## config.mk

```make
export PLATFORM = sky130hd
export DESIGN_NAME = pra_cfg_regs
export DESIGN_NICKNAME = d
export VERILOG_FILES = /design/src/pra_pkg.sv /design/src/pra_cfg_regs.sv
export SDC_FILE = /design/constraint.sdc
export NUM_CORES = 1
export LEC_CHECK = 0
export ABC_AREA = 1
export BUFFER_PORTS_ARGS = -buffer_cell sky130_fd_sc_hd__buf_2
export CAP_MARGIN = 20
export CORE_UTILIZATION = 40
export CTS_CLUSTER_DIAMETER = 50
export DETAILED_ROUTE_END_ITERATION = 8
export PLACE_DENSITY_LB_ADDON = 0.15
export SETUP_SLACK_MARGIN = 0.02
export SLEW_MARGIN = 15
export SYNTH_ARGS = -nofsm -noshare
export SYNTH_HDL_FRONTEND = slang
export SYNTH_SLANG_ARGS = --single-unit
```

## constraint.sdc

```tcl
create_clock -name clk_i -period 0.8 [get_ports clk_i]
set_clock_uncertainty 0.05 [all_clocks]
set_input_delay 0.08 -clock clk_i [delete_from_list [all_inputs] [get_ports clk_i]]
set_output_delay 0.08 -clock clk_i [all_outputs]
set_load 0.05 [all_outputs]
```

## src/pra_pkg.sv

```systemverilog
// Package for the page run allocator: payload structs, config struct, codes, FSM states.
// Used by every module under src except pra_page_mem; depends on nothing.
package pra_pkg;

  localparam int unsigned REGION_PAGES = 1024;
  localparam int unsigned BYTES_W      = 23;
  localparam int unsigned PAGE_NUM_W   = 20;
  localparam int unsigned CNT_OUT_W    = 11;
  localparam int unsigned PAGE_SHIFT   = 12;
  localparam int unsigned NPAGE_W      = BYTES_W + 1 - PAGE_SHIFT;
  localparam int unsigned APB_AW       = 3;
  localparam int unsigned APB_DW       = 32;

  localparam logic [BYTES_W-1:0]    THRESHOLD_RST = BYTES_W'(2048);
  localparam logic [PAGE_NUM_W-1:0] HEAP_BASE_RST = '0;

  localparam logic REG_THRESHOLD = 1'b0;
  localparam logic REG_HEAP_BASE = 1'b1;

  localparam logic ACT_ALLOC = 1'b0;
  localparam logic ACT_FREE  = 1'b1;

  typedef enum logic [1:0] {
    ST_DONE     = 2'd0,
    ST_NO_SPACE = 2'd1,
    ST_BLOCK    = 2'd2,
    ST_FREE_IGN = 2'd3
  } status_e;

  typedef enum logic [3:0] {
    S_IDLE,
    S_ALLOC,
    S_SCAN,
    S_SCAN_END,
    S_DECIDE,
    S_CLAIM,
    S_FREE_CHK,
    S_FREE_OWN,
    S_WALK,
    S_TRIM,
    S_RESULT
  } state_e;

  typedef struct packed {
    logic                  action;
    logic [BYTES_W-1:0]    request_bytes;
    logic [PAGE_NUM_W-1:0] free_page_number;
  } in_item_t;

  typedef struct packed {
    status_e               status;
    logic [PAGE_NUM_W-1:0] start_page_number;
    logic [CNT_OUT_W-1:0]  page_count;
    logic [CNT_OUT_W-1:0]  break_offset;
  } out_item_t;

  typedef struct packed {
    logic [BYTES_W-1:0]    block_threshold;
    logic [PAGE_NUM_W-1:0] heap_base_page;
  } cfg_t;

endpackage

```

## src/pra_cfg_regs.sv

```systemverilog
// APB register file: block threshold and heap base page.
// Depends on pra_pkg.
module pra_cfg_regs (
  input  logic                       clk_i,
  input  logic                       rst_ni,
  input  logic                       psel,
  input  logic                       penable,
  input  logic                       pwrite,
  input  logic [pra_pkg::APB_AW-1:0] paddr,
  input  logic [pra_pkg::APB_DW-1:0] pwdata,
  output logic [pra_pkg::APB_DW-1:0] prdata,
  output logic                       pready,
  output pra_pkg::cfg_t              cfg_o
);
  import pra_pkg::*;

  logic [BYTES_W-1:0]    thr_q, thr_d;
  logic [PAGE_NUM_W-1:0] base_q, base_d;
  logic                  wr_en;

  assign pready = 1'b1;
  assign wr_en  = psel & penable & pwrite;

  always_comb begin
    thr_d  = thr_q;
    base_d = base_q;
    if (wr_en) begin
      case (paddr[2])
        REG_THRESHOLD: thr_d  = pwdata[BYTES_W-1:0];
        REG_HEAP_BASE: base_d = pwdata[PAGE_NUM_W-1:0];
        default: ;
      endcase
    end
  end

  always_ff @(posedge clk_i or negedge rst_ni) begin
    if (!rst_ni) begin
      thr_q  <= THRESHOLD_RST;
      base_q <= HEAP_BASE_RST;
    end else begin
      thr_q  <= thr_d;
      base_q <= base_d;
    end
  end

  always_comb begin
    case (paddr[2])
      REG_THRESHOLD: prdata = APB_DW'(thr_q);
      REG_HEAP_BASE: prdata = APB_DW'(base_q);
      default:       prdata = '0;
    endcase
  end

  assign cfg_o.block_threshold = thr_q;
  assign cfg_o.heap_base_page  = base_q;

endmodule

```

==> metrics.md <==
| Metric | Value |
|---|---|
| Post-synth EDFFs | 0 |
| Vias | 2,347 |
| Setup total negative slack | -18,050 ps |
| Row count | 26 |
| Initial Util | between 40% and 50% |
| Async set or reset register ratio after synthesis | 100.0% |
| Final hold violations | 0 |
| Nets | approximately 450 |
| Failing checks | negative setup slack |
| HPWL Detailed | 3913 µm |
| Post-synthesis cell count | 273 |
| Synth unique cells | 16 |
| Via/cell ratio | around 4.9 |
| Final WL | between 7000 and 8000 µm |
| RSZ-0062 raised after global routing | true |
| Gr usage total | 24.30% |
| Final worst slack | -443.4 ps |
| CTS tree | yes |
| Largest net degree at the start of global routing | 44 |
| Top-count cell post-synth | nand2_1 |
| CP arrival | 1110 ps |
| Starting DRC count in detailed routing | 103 |
| Overall die area | approximately 5700 µm² |
| CP max-delay cell | dfstp_2 |
| CP max stage delay | 550 ps |
| Most used DFF post-synth | dfrtp_1 |
| First-pass DRT Iterations | 4 |
| Global-route wire length before repair | 10,320 µm |
| Syn Area/Cell | around 8 µm² |
| Num CTS Buffers | 5 |
| Chip width | 75.27 µm |
| Clk sinks | between 40 and 50 |
| Lkg Pwr | 1.999 nW |
| Min-delay worst type | in2reg |
| ANT cells | 0 |
| Worst-path fanout max | 3 |
| Overflow after GRT | 0 |
| VDD IR max | 1.569 mV |
| Max cap viols | 0 |
| Number of synthesized register bits | 43 |
| Root Buffer | clkbuf_8 |
| Final ANT Viol Nets | 0 |
| I/O Pins | around 120 |
| Layout cells sized above 1 | 62.59% |
| CTS clock-pin slew for the worst setup and hold paths | 80 ps |
| Post-synthesis cell area | around 2100 µm² |
| Cell Chain, Critical Path | nand2_2, nand2_4, buf_8 |
| Ys Warns | 0 |
| Antenna violations before repair | 0 |
| Pre-CTS setup slack | -321.5 ps |
| Synth top area cells | dfrtp_1 49%, nand2_1 26%, nand3_1 10%, buf_6 5.8%, buf_4 3.5% |
| Fin crit share | 155.4% |
| Outcome | complete, but fails checks |
| Crit path capture type | output pin |
| Commonest cells post-synth | 146 x nand2_1, 43 x nand3_1, 42 x dfrtp_1 |
| Deepest clock path buffer count | 2 |
| I/O Buffers | between 90 and 100 |
| Most area-hungry cell type in the Yosys netlist | dfrtp_1 |
| Core Region | a little over 5000 µm² |
| Vias in the first global route | about 2,200 |
| Startpoint types | register |
| Critical path class | reg2out |
| Detailed-route DRC error count | 0 |
| Final Max Slew Viols | 0 |
| Seq/Total Area, Yosys | 50.17% |
| Tmin final | 1243 ps |
| Worst endpoint required time | 670 ps |
| H-tree depth | 2 |
| Die Y | 75.27 µm |
| Fmax | 804.2 MHz |
| Clk Latency, worst-skew pair | 280 ps |
| Power per Cell Area | 2529 nW/µm² |
| Avg WL per Cell | between 15 and 20 µm |
| RePlAce Congestion | 0.7175 |
| Area fraction of the dominant cell type after synthesis | 48.95% |
| Pwr Total | 0.01024 W |
| Final setup vio count | 72 |
| Area Growth Syn to Fin | 88.58% |
[stage by stage]
| stage | cells | cell area [µm²] | hold slack (ps) | utilization [%] |
|---|---|---|---|---|
| detailed placement | 440 | 3044 | 29.53 | 59.23 |
| global route | 479 | 4049 | 2.061 | 78.77 |
| floorplan | 281 | 2515 | -265.6 | - |
| global placement | 440 | 3044 | 25.30 | 59.23 |
| CTS | 474 | 3880 | 0.5549 | 75.49 |
| finish | 479 | 4049 | 8.604 | 78.77 |
[cell usage in the layout, fill, tap and decap left out, types with 10 or more instances in the layout]
master          n
buf_2          21
buf_4          20
buf_6          56
buf_8          25
conb_1         10
dfrtp_2        42
dlygate4sd3_1  22
nand2_1        78
nand2_2        49
nand2_4        20
nand3_1        42
[path summary, 6_finish.rpt]
check / from / end / slack [ps] / depth (start not counted)
min in group asynchronous: rst_ni / base_q[18] / 280 / 3
setup / recovery: thr_q[11] / prdata[11] / -440 / 3
setup reg to reg: base_q[12] / base_q[12] / -90 / 4
hold reg to reg: thr_q[11] / thr_q[11] / 440 / 2
max in group asynchronous: rst_ni / thr_q[11] / 160 / 3
hold / removal: pwdata[7] / base_q[7] / 9 / 3
[flip-flops by register name, indices dropped and copies added, names as in the netlist]
register and cells:
thr_q 23, base_q 20
[critical path: cells and delay by family, from the launching register on]
family / cells / cell delay, ps
buffers and inverters: 1 / 140
flip-flops: 1 / 550
AND/OR/NAND/NOR: 2 / 140
[report_power, final]
group / internal, W / switching, W
clock network: 0.000678 / 0.000701
logic: 0.00219 / 0.00351
registers: 0.00267 / 0.000496
[per-layer routing]
metal | part of all wire (%) | track usage [%] | vias up
met1 | 40 | 28.01 | 1136
met5 | 0 | 0 | -
met3 | 5.4 | 4.418 | 16
li1 | - | - | 1103
met4 | 2.0 | 6.996 | 0
met2 | 52 | 45.85 | 92
[repair_timing]
action	4_1_cts	5_1_grt
pin swaps	21	24
resized for setup	154	35
hold buffers	22	0
setup buffers	5	10
endpoints found under the hold margin	73	0
endpoints found under the setup margin	84	96
cloned	0	1
[kinds of logic (layout without fill, tap and decap cells)]
| logic type | Yosys count | count (layout) | synth area share, % |
|---|---|---|---|
| and+or+nand+nor | 196 | 196 | 38.17 |
| DFF | 43 | 43 | 50.18 |
| buffers and inverters | 32 | 160 | 11.31 |
| other | 2 | 10 | 0.3498 |
[cell type report]
type / instances / area (µm²)
clock buffer: 6 / 82.58
tap: 70 / 87.58
inverter: 5 / 31.28
sequential: 43 / 1130
timing repair buffer: 147 / 1541
multi-input combinational: 206 / 1155
fill: 344 / 1091
clock inverter: 1 / 5.005
timing repair inverter: 1 / 16.27
Note: power is estimated with default switching activity, not from simulation.
